$ cat src/design/smm_ram.sv
// ============================================================================
// smm_ram
// Generic single-write, single-read RAM with registered read data.
// ============================================================================
`default_nettype none

module smm_ram #(
    parameter int WIDTH = 38,
    parameter int DEPTH = 64
) (
    input  wire logic                     aclk,
    input  wire logic                     we,
    input  wire logic [$clog2(DEPTH)-1:0] waddr,
    input  wire logic [WIDTH-1:0]         wdata,
    input  wire logic [$clog2(DEPTH)-1:0] raddr,
    output logic      [WIDTH-1:0]         rdata
);

    logic [WIDTH-1:0] mem [DEPTH];

    always_ff @(posedge aclk) begin
        if (we) begin
            mem[waddr] <= wdata;
        end
        rdata <= mem[raddr];
    end

endmodule

`default_nettype wire

$ cat config.mk
export PLATFORM = sky130hd
export DESIGN_NAME = smm_ram
export DESIGN_NICKNAME = d
export VERILOG_FILES = /design/src/design/smm_ram.sv
export SDC_FILE = /design/constraint.sdc
export NUM_CORES = 2
export LEC_CHECK = 0
export BUFFER_PORTS_ARGS = -buffer_cell sky130_fd_sc_hd__clkbuf_2
export CAP_MARGIN = 10
export CORE_ASPECT_RATIO = 1.25
export CORE_MARGIN = 2
export CORE_UTILIZATION = 50
export DETAILED_ROUTE_END_ITERATION = 8
export GPL_TIMING_DRIVEN = 1
export PLACE_DENSITY = 0.63
export SLEW_MARGIN = 15
export SYNTH_ARGS = -nofsm -noshare
export SYNTH_HDL_FRONTEND = slang
export SYNTH_SLANG_ARGS = --single-unit
export TNS_END_PERCENT = 5
$ cat constraint.sdc
create_clock -name aclk -period 7.95 [get_ports aclk]
set_input_delay 0.795 -clock aclk [delete_from_list [all_inputs] [get_ports aclk]]
set_output_delay 0.795 -clock aclk [all_outputs]
set_load 0.05 [all_outputs]
Word level (Yosys, flattened, before mapping)
Memory sizes are Yosys's and may differ from the RTL's. A register that Yosys moved wholly into a read port is not among the register bits. Cells that the tools add are included.

Memories: 1. Output and inout port bits: 38. Bits in writable memories: 2432. Word-level logic and storage cells: 3. Bits of input ports: 52. Register bits after elaboration: 0.

Memories: mem (depth 64, bits a word 38, read ports 1, clocked after Yosys merged registers in 1, wr ports 1, RTL line 19) `logic [WIDTH-1:0] mem [DEPTH];`.

Multiplexer cells: 2.

Operator list (number): 1-bit 2-to-1 mux (2).

Depth between registers and ports, before layout
Depth after elaboration: 2. Depth in mapped cells: 9. Mapped depth without buffers: 5.

Worst setup path after synthesis
OpenSTA, ideal clock, no wires.

Kind: input-to-reg. Start: input port waddr[3]. End: memory mem[48][0], enable pin. Buffers on the path: 1. Slack: 3.547 ns. Arrival time: 3.922 ns. Setup time: 0.480 ns. Data required time: 7.470 ns. Stages on the path: 4. Cell sequence: clkbuf_1 -> nor2b_1 -> nand4b_1 -> nor3_1.

RTL lines: start, declared (RTL line 13) `input wire logic [$clog2(DEPTH)-1:0] waddr,`; end, declared (RTL line 19).

Straight into the memory's write port.

==> results_dict.tcl <==
set metrics [dict create \
    outcome "complete, no violations" \
    ctsHoldBuffers 0 \
    ys_ff_latch 2470 \
    drive_gt1_share_pct 28.97 \
    hpwlAfterDp_um 119100 \
    wl_um 240700 \
    antenna_found_initial 12 \
    power_frac_clock_pct 40.8 \
    die_w_um 389.6 \
    avgSynthCellArea_um2 23.30 \
    hold_viol 0 \
    syn_to_final_growth_pct 12.37 \
    p_per_area_nw_per_um2 256.5 \
    hold_depth 1 \
    portBuffers 89 \
    drv_slew 0 \
    grt_start_max_net_pins 142 \
    startpoint_type "input port" \
    detail-route-antenna-nets 0 \
    power_leakage_nw 32.51 \
    reg2regPathDepth 5 \
    synth_cell_type_count 31 \
    cts_tree "built" \
    slew_headroom_pct 19.09 \
    drt-initial-drc-count 6032 \
    vias 44350 \
    switchingPower_w 0.005708 \
    reg2reg_slack_ps 5610 \
    ys.flop_type "edfxtp_1" \
    gp_congestion 0.7663 \
    power_w 0.02679 \
    syn_area_um2 92940 \
    stdcell_count 6827 \
    critPathMaxStageDelay_ps 810 \
    hp-start "wdata[7]" \
    yosysSeqAreaShare_pct 79.40 \
    cts-root-buf "clkbuf_16" \
    max_freq_ghz 0.2603 \
    wl_per_cell_um 35.26 \
    grt_setup_unrepaired "false" \
    critPathBufInv 3 \
    clock_skew_ps 32.45 \
    setup_viol 0 \
    synthCells 3989 \
    synth.net_count 4041 \
    drc 0 \
    cap_violations 0 \
    p_int_w 0.02108 \
    fin_crit_ps 3841 \
    htree_num_levels 4 \
    crit_type "in -> reg" \
    utilization_pct 56.66 \
    clkSinkCount 2470 \
    hold_path_class "in -> reg" \
    synth_edf_count 2432 \
    vdd_ir_drop_max_uv 254.1 \
    viasPerCell 6.497 \
    coreArea_um2 184300 \
    dp_cells 6394 \
    seqPwrFrac_pct 54.1 \
    endpoint_kind "flip-flop" \
    fin_crit_sh_pct 48.32 \
    worst_slew_pin_slew_ps 1214 \
    path_cells "buf_8, buf_4, buf_4, mux4_2, o221ai_1, a21oi_1, a21oi_1, nor2_1" \
    clk_latency_ps 870 \
    layout_commonest_cell "edfxtp_1" \
    setup_ws_ps 4109 \
    crit_path_top_delay_cell "a21oi_1" \
    crit_fanout 55 \
    grt_pass1_wl_um 338700 \
    tns_ps 0 \
    place_ws_ps 3183 \
    dieArea_um2 189400 \
    yosysWarnings 0 \
    initial_core_util_pct 50.42 \
    clk_pin_slew_ps 60 \
    post_cts_buffers 0 \
    critical_path.top_delay_family "buffers and inverters" \
    swShare_pct 21.31 \
    crit_required_ps 8640 \
    cts_made_buffers 225 \
    rr_endpoint "rdata[32]" \
    cts_buffer_depth 3 \
    grtUsageTotal_pct 25.66 \
    rows 176 \
    layout_common_cells "edfxtp_1 (2432), mux4_2 (608), clkbuf_16 (227), a22oi_1 (138), buf_4 (124)" \
    critical_path_arrival_ps 4530 \
    fp.dieH_um 486.0 \
    pin_count 90 \
    finish.net_count 4270 \
    hold_end "mem[48][7]" \
    timing.rr.start "mem[8][32]" \
    synthArstFlopShare_pct 0 \
    overflow 0 \
    combPwrFrac_pct 5.1 \
    grt_pass1_vias 44410 \
    dr.pass1.iters 5 \
    cts-resized-gates 0 \
]
[power by group through the flow]
stage               Sequential (W)  Combinational, W  Clock, W
floorplan                   0.0148          0.000692         0
global placement            0.0148           0.00136         0
detailed placement          0.0148           0.00138         0
CTS                         0.0145           0.00138    0.0111
global route                0.0145           0.00144    0.0116
finish                      0.0145           0.00137    0.0109
[worst max-delay path by stage]
stage | from | end | slack, ps | cells after the start
after CTS | raddr[0] | rdata[27] | 4090 | 8
after detailed placement | raddr[0] | rdata[27] | 3180 | 8
after global routing | raddr[0] | rdata[27] | 3980 | 8
final | raddr[0] | rdata[27] | 4110 | 8
after global placement | raddr[0] | rdata[27] | 3200 | 8
after floorplan | waddr[3] | mem[48][0] | 3550 | 4
[registers in the layout, summed over array words and instances (netlist names)]
register,flops
mem,2432
rdata,38
[kinds of logic after synthesis]
| group | synth area share [%] |
|---|---|
| flip-flops | 79.40 |
| multiplexers | 15.70 |
| AO/OA/AOI/OAI | 2.493 |
| AND/OR/NAND/NOR | 1.198 |
| buffers and inverters | 1.209 |
[synth_stat cells (all sizes together) (3+ instances only)]
cell type     n  share of area (%)
mux2         24               0.29
edfxtp     2432                 79
a22oi       138                1.1
clkbuf       91               0.37
o22ai       100               0.67
nor2        127               0.51
a21oi        72               0.39
mux2i        63               0.68
buf         128               0.84
nand3        10              0.054
o221ai       32               0.30
nor2b         9              0.061
nand3b        5              0.040
dfxtp        38               0.82
nand2        76               0.31
mux4        608                 15
nor3          9              0.048
or2           3              0.020
or3b          4              0.038
nand2b        9              0.061
[per-layer routing]
metal  GRT usage [%]  routed length, um  part of all wire (%)
met1           35.79              93610                    39
met2           41.74             119000                    49
met3           4.245              20310                   8.4
met4           8.420               7815                   3.2
met5               0                 26                 0.011
[worst register-to-register path, delay by kind of cell (launching register included)]
| kind | cells | cell delay [ps] |
|---|---|---|
| AOI/OAI and AO/OA | 2 | 1070 |
| muxes | 1 | 450 |
| and+or+nand+nor | 2 | 300 |
| DFF | 1 | 360 |
[final cells by class]
| type | instances | area [um^2] |
|---|---|---|
| fill | 13190 | 79880 |
| sequential | 2470 | 73790 |
| multi-input combinational | 1299 | 18540 |
| clock buffer | 299 | 6251 |
| tap | 2403 | 3007 |
| timing repair buffer | 221 | 1582 |
| clock inverter | 128 | 1254 |
| antenna | 6 | 15.01 |
| inverter | 1 | 3.754 |
[per-stage QoR]
step | area (um^2) | hold slack, ps
2_1_floorplan | 92940 | 776.2
3_3_place_gp | 96910 | 812.3
3_5_place_dp | 96920 | 842.3
4_1_cts | 104400 | 511.8
5_1_grt | 104400 | 519.9
6_report | 104400 | 535.3
Power figures use the tool's default switching activity.
