**src/design/smm_pkg.sv**
```systemverilog
// ============================================================================
// smm_pkg
// Shared types, sizes and codes for the sparse matrix multiply core.
// ============================================================================
`default_nettype none

package smm_pkg;

    // Sizes
    localparam int MAX_DIM    = 8;
    localparam int MAX_NZ     = 64;
    localparam int IDX_W      = 3;                      // row / column index
    localparam int DIM_W      = 4;                      // size registers
    localparam int FILL_W     = $clog2(MAX_NZ + 1);     // fill counts
    localparam int VAL_W      = 32;
    localparam int IN_DATA_W  = 40;                     // row, col, value + pad
    localparam int OUT_DATA_W = 40;                     // out_row, out_col, out_value + pad

    // Operation codes (s_tuser)
    localparam logic [1:0] OP_LOAD_A  = 2'd0;
    localparam logic [1:0] OP_LOAD_B  = 2'd1;
    localparam logic [1:0] OP_COMPUTE = 2'd2;

    // Configuration register indexes
    localparam logic [1:0] CFG_A_ROWS = 2'd0;
    localparam logic [1:0] CFG_A_COLS = 2'd1;
    localparam logic [1:0] CFG_B_ROWS = 2'd2;
    localparam logic [1:0] CFG_B_COLS = 2'd3;

    // One stored triplet, row in the top bits
    typedef struct packed {
        logic [IDX_W-1:0] row;
        logic [IDX_W-1:0] col;
        logic [VAL_W-1:0] value;
    } smm_entry_t;

    // Sequencer to multiply-accumulate unit
    typedef struct packed {
        logic             clear;    // zero the accumulator row
        logic             mul_en;   // capture product and its column
        logic             add_en;   // add captured product into its column
        logic [IDX_W-1:0] idx;      // column for mul_en, or scan read column
    } smm_mac_ctl_t;

    // Sequencer states
    typedef enum logic [8:0] {
        S_IDLE = 9'b000000001,
        S_ROW  = 9'b000000010,
        S_AIDX = 9'b000000100,
        S_ACHK = 9'b000001000,
        S_BIDX = 9'b000010000,
        S_BCHK = 9'b000100000,
        S_ACC  = 9'b001000000,
        S_SCAN = 9'b010000000,
        S_FIN  = 9'b100000000
    } smm_state_t;

    // Effective size: register clamped to MAX_DIM
    function automatic logic [DIM_W-1:0] eff_dim(input logic [DIM_W-1:0] cnt);
        logic [DIM_W-1:0] lim;
        lim = DIM_W'(MAX_DIM);
        return (cnt < lim) ? cnt : lim;
    endfunction

endpackage

`default_nettype wire

```
**src/design/smm_mac.sv**
```systemverilog
// ============================================================================
// smm_mac
// Shared multiplier with a product register, plus the dense accumulator row.
// ============================================================================
`default_nettype none

module smm_mac
    import smm_pkg::*;
(
    input  wire logic             aclk,
    input  wire logic             aresetn,
    input  wire smm_mac_ctl_t     ctl,
    input  wire logic [VAL_W-1:0] a_val,
    input  wire logic [VAL_W-1:0] b_val,
    output logic      [VAL_W-1:0] acc_word
);

    logic [VAL_W-1:0] acc_reg [MAX_DIM];
    logic [VAL_W-1:0] prod_reg;
    logic [IDX_W-1:0] pcol_reg;
    logic [IDX_W-1:0] rd_sel;
    logic [VAL_W-1:0] prod_next;

    // Low 32 bits of the product; same for signed and unsigned
    assign prod_next = a_val * b_val;

    // One read port: product column during an add, scan column otherwise
    assign rd_sel   = ctl.add_en ? pcol_reg : ctl.idx;
    assign acc_word = acc_reg[rd_sel];

    // Product stage
    always_ff @(posedge aclk) begin
        if (ctl.mul_en) begin
            prod_reg <= prod_next;
            pcol_reg <= ctl.idx;
        end
    end

    // Accumulator row
    always_ff @(posedge aclk) begin
        if (!aresetn || ctl.clear) begin
            for (int k = 0; k < MAX_DIM; k++) begin
                acc_reg[k] <= '0;
            end
        end else if (ctl.add_en) begin
            acc_reg[pcol_reg] <= acc_word + prod_reg;
        end
    end

endmodule

`default_nettype wire

```
**config.mk**
```make
export PLATFORM = sky130hd
export DESIGN_NAME = smm_mac
export DESIGN_NICKNAME = d
export VERILOG_FILES = /design/src/design/smm_pkg.sv /design/src/design/smm_mac.sv
export SDC_FILE = /design/constraint.sdc
export NUM_CORES = 2
export LEC_CHECK = 0
export BUFFER_PORTS_ARGS = -buffer_cell sky130_fd_sc_hd__buf_2
export CAP_MARGIN = 20
export CORE_MARGIN = 2
export CORE_UTILIZATION = 44
export DETAILED_ROUTE_END_ITERATION = 8
export GPL_TIMING_DRIVEN = 0
export MAX_ROUTING_LAYER = met4
export PLACE_DENSITY = 0.64
export SLEW_MARGIN = 20
export SYNTH_ARGS = -nofsm -noshare
export SYNTH_HDL_FRONTEND = slang
export SYNTH_SLANG_ARGS = --single-unit
```
**constraint.sdc**
```tcl
create_clock -name aclk -period 7.96 [get_ports aclk]
set_input_delay 0.796 -clock aclk [delete_from_list [all_inputs] [get_ports aclk]]
set_output_delay 0.796 -clock aclk [all_outputs]
set_load 0.01 [all_outputs]
```
* Word level (Yosys, flattened, before mapping)
Memory sizes are Yosys's and may differ from the RTL's. Cells that the tools add are included.
Operators by class: add/subtract/negate cells 1, multipliers 1, reduce and logical (&&, ||, !) cells 3, mux-type cells 9
Operators by type and width (number):
- adder 32 bit | 1
- multiplier 32 x 32 -> 32 bit | 1
- 2-to-1 mux 32 bit | 1
- OR reduction 32 bit | 1
- 2-to-1 mux 1 bit | 6
- 2-to-1 mux 3 bit | 2
- zero test 1 bit | 1
- logical OR 1 bit | 1
Storage, ports and cells: register bits 35, output and inout bits 32, memory bits (writable) 256, logic and storage cells 17, input bits 72, memories kept 1
Memories:
- acc_reg | words 8, width 32, read ports 1, clocked after Yosys merged registers in 0, write ports 8, RTL line smm_mac.sv:18 | logic [VAL_W-1:0] acc_reg [MAX_DIM];

* Longest topological paths before layout
depth after elaboration 6, gate-level depth with buffers 26, mapped depth without buffers 24

* Worst setup path after synthesis
OpenSTA, ideal clock, no wires.
path kind input to register, from in b_val[4], to reg prod_reg[29], data pin, library setup time 264 ps, required time 7696 ps, stages 25, buffers on the path 3, arrival time 7025 ps, slack 672 ps, cell sequence clkbuf_1 -> clkbuf_1 -> and2_1 -> fa_1 -> inv_1 -> fa_1 -> fa_1 -> fa_1 -> inv_1 -> fa_1 -> inv_1 -> fa_1 -> inv_1 -> fa_1 -> fa_1 -> ha_1 -> clkbuf_1 -> nand2_1 -> nand2_1 -> a211o_1 -> a31o_2 -> o221a_2 -> a31oi_1 -> a31oi_1 -> xor2_1
Between the ends: word-level cells in the longest chain between the ends 1
RTL lines:
- start: declaration | RTL line smm_mac.sv:14 | input wire logic [VAL_W-1:0] b_val,
- multiplier 32 x 32 -> 32 bit | RTL line smm_mac.sv:25 | assign prod_next = a_val * b_val;
- named net prod_next[29] | RTL line smm_mac.sv:22 | logic [VAL_W-1:0] prod_next;
- end signal: assignment | RTL line smm_mac.sv:34 | prod_reg <= prod_next;
- end: declaration | RTL line smm_mac.sv:19 | logic [VAL_W-1:0] prod_reg;
The timed path passes the listed nets, and every way through them passes these cells. A chain may end at the register's enable or synchronous reset.

* Worst setup path in the final report
from in a_val[4], to reg prod_reg[31], data pin
Between the ends: word-level cells in the longest chain between the ends 1
RTL lines:
- start: declaration | RTL line smm_mac.sv:13 | input wire logic [VAL_W-1:0] a_val,
- multiplier 32 x 32 -> 32 bit | RTL line smm_mac.sv:25
- named net prod_next[31] | RTL line smm_mac.sv:22
The timed path passes the listed nets, and every way through them passes these cells.

==> impl_metrics.py <==
metrics = {
    "floorplan": {
        "initial_core_util_pct": 44.4,
        "die-width_um": 261,
        "row_count": 94,
        "fp.dieH_um": 261,
        "ios": 104,
        "die_area_mm2": 0.0683,
        "coreArea_mm2": 0.0656,
    },
    "route": {
        "vias": 20700,
        "ant_nets": 0,
        "drc": 0,
        "drtPass1Iterations": 5,
        "first_iter_violations": 1804,
        "wl_mm": 91.0,
        "wl_per_cell_um": 24.5,
        "vias_per_cell": 5.58,
    },
    "sta": {
        "hold_viol_final": 0,
        "min_period_ps": 7810,
        "layout_setup_ws_ps": 155,
        "finalClockSkew_ps": 33.4,
        "fmax_ghz": 0.128,
        "final_max_slew_viol_count": 0,
        "setup_viol": 0,
        "slew_headroom_pct": 25.2,
        "rsz0062_at_grt": "false",
        "max_slew.worst_pin.slew_ps": 1120,
        "final.period_utilization_pct": 98.1,
    },
    "worst_setup_path": {
        "crit_type": "in2reg",
        "crit_top_cell": "fa_1",
        "critPathMaxStageDelay_ps": 720,
        "worstPathArrival_ps": 8140,
        "critPathSlowestCell": "clkbuf_1",
        "worstPathRequired_ps": 8290,
        "crit_chain": "clkbuf_1, clkbuf_1, nand2_1, fa_1, inv_1, fa_1, fa_1, inv_1, fa_1, inv_1, fa_1, ha_1, fa_1, fa_1, ha_1, o21a_1, o21ai_0, o31ai_2, o221a_2, a31oi_1, a31o_2, xnor2_1",
        "cp_top_family": "adder cells",
        "crit_path_end_kind": "flip-flop",
        "critPathMaxFanout": 10,
        "start_kind": "input port",
        "worst-path-buf-inv": 5,
    },
    "placement": {
        "dp_slack_ps": -1240,
        "place_area_mm2": 0.0309,
        "portBuffers": 94,
        "hpwl_mm": 71.0,
        "gp_congestion": 0.958,
    },
    "yosys": {
        "synth_nets": 3324,
        "syn_inst": 2689,
        "synth.top_cell.area_share_pct": 30.0,
        "synth_most_common_cell": "fa_1",
        "synth_area_leaders": "edfxtp_1 30%, fa_1 28%, ha_1 6.6%",
        "synth_top_flop_cell": "edfxtp_1",
        "ys_ff_latch": 291,
        "synth_commonest_cells": "409 x fa_1, 406 x inv_1, 300 x nand2_1",
        "yosys_warnings": 0,
        "yosysSeqAreaShare_pct": 30.0,
        "ys_async_sr_fraction_pct": 0,
        "synth_edf_count": 291,
        "syn_area_per_cell_um2": 10.8,
        "syn_area_mm2": 0.0292,
        "synth_largest_area_cell": "edfxtp_1",
        "yosysUniqueCellTypes": 65,
    },
    "clocking": {
        "cts_made_buffers": 31,
        "cts-root-buf": "clkbuf_16",
        "cts_tree": "yes",
        "clk_pin_slew_worst_paths_ps": 60,
        "post_cts_buffers": 0,
        "hold_buffers": 0,
        "clockBufferDepth": 3,
        "clkLatencyLatePin_ps": 600,
        "htree_levels": 1,
        "ctsResizeCount": 9,
        "clock-sinks": 291,
    },
    "finish": {
        "area_growth_pct": 9.62,
        "nets": 3458,
        "final_area_mm2": 0.0320,
        "largest_reg_flops": 256,
        "layout.core_utilization_pct": 48.7,
        "drive_gt1_share_pct": 10.3,
    },
    "flow_run": {
        "maxCapViolations": 0,
    },
    "global_routing": {
        "grt_antenna_before_repair": 4,
        "grt_pass1_vias": 21800,
        "grt_pass1_wl_mm": 137,
        "grt-ovfl-total": 0,
        "grt_start_max_net_pins": 36,
        "grt_usage_pct": 28.2,
    },
    "hold_path": {
        "hp-class": "in2reg",
    },
    "status": {
        "status": "complete, no violations",
    },
}
## cell type report
type	count	area (µm²)
diodes	2	5.00
plain buffers	137	556
clock buffers	37	798
clock inverters	20	184
fillers	6031	33700
inverters	406	1520
multi-input cells	1853	18400
flip-flops and latches	291	8740
well taps	864	1080
repair buffers	103	668
## path summary, 6_finish.rpt
path	start	endpoint	slack (ps)	depth (start not counted)
setup / recovery	a_val[4]	prod_reg[31]$_DFFE_PP_	150	22
hold reg to reg	pcol_reg[0]$_DFFE_PP_	acc_reg[0][21]$_SDFFCE_PN0P_	920	3
setup reg to reg	pcol_reg[1]$_DFFE_PP_	acc_reg[1][29]$_SDFFCE_PN0P_	600	15
hold / removal	ctl[0]	pcol_reg[0]$_DFFE_PP_	450	1
## per-layer routing
metal  GRT usage [%]  part of all wire, %  vias to the layer above
met5               -                    0                        -
met4            9.64                  4.0                        0
met3            3.72                  7.5                      184
met2            45.7                   48                      907
met1            36.7                   40                    10800
li1                -                    -                     8877
## cells in the final DEF, fill, tap and decap left out, types with 7 or more instances in the layout
cell type  Yosys  layout
a21oi_1       41      41
inv_1        406     406
ha_1         154     154
fa_1         409     409
and2_1       273     273
clkbuf_1     129     113
o21ai_0       20      19
nor3_1        50      50
nand3_1       12      12
edfxtp_1     291     291
clkbuf_16      0      31
clkbuf_2       0      18
a31oi_1        8       8
xnor2_1       74      73
xor2_1        32      32
nand2_2        0       8
a21o_1        26      26
clkinv_1       0       8
clkinv_2       0       7
o21a_1        12      12
nor2_1       246     246
buf_2          1     100
nand2_1      300     292
mux4_2        64      64
mux2_2        30      30
## cell families after synthesis
family / after synthesis / synth area share (%)
AOI/OAI and AO/OA: 164 / 3.92
xor gates and xnor gates: 106 / 3.18
adders and majority gates: 563 / 34.7
buffers and inverters: 545 / 7.03
DFF: 291 / 30.0
muxes: 99 / 6.29
and+or+nand+nor: 921 / 14.9
## stage by stage
stage	std cells	TNS (ps)	hold slack [ps]
detailed placement	3655	-13020	908
global placement	3647	-12580	904
finish	3713	0	453
global route	3712	0	443
floorplan	2689	0	711
CTS	3712	0	429
Power is not shown: default switching activity piles up to over one toggle a cycle in this logic, so the estimate is an artifact.
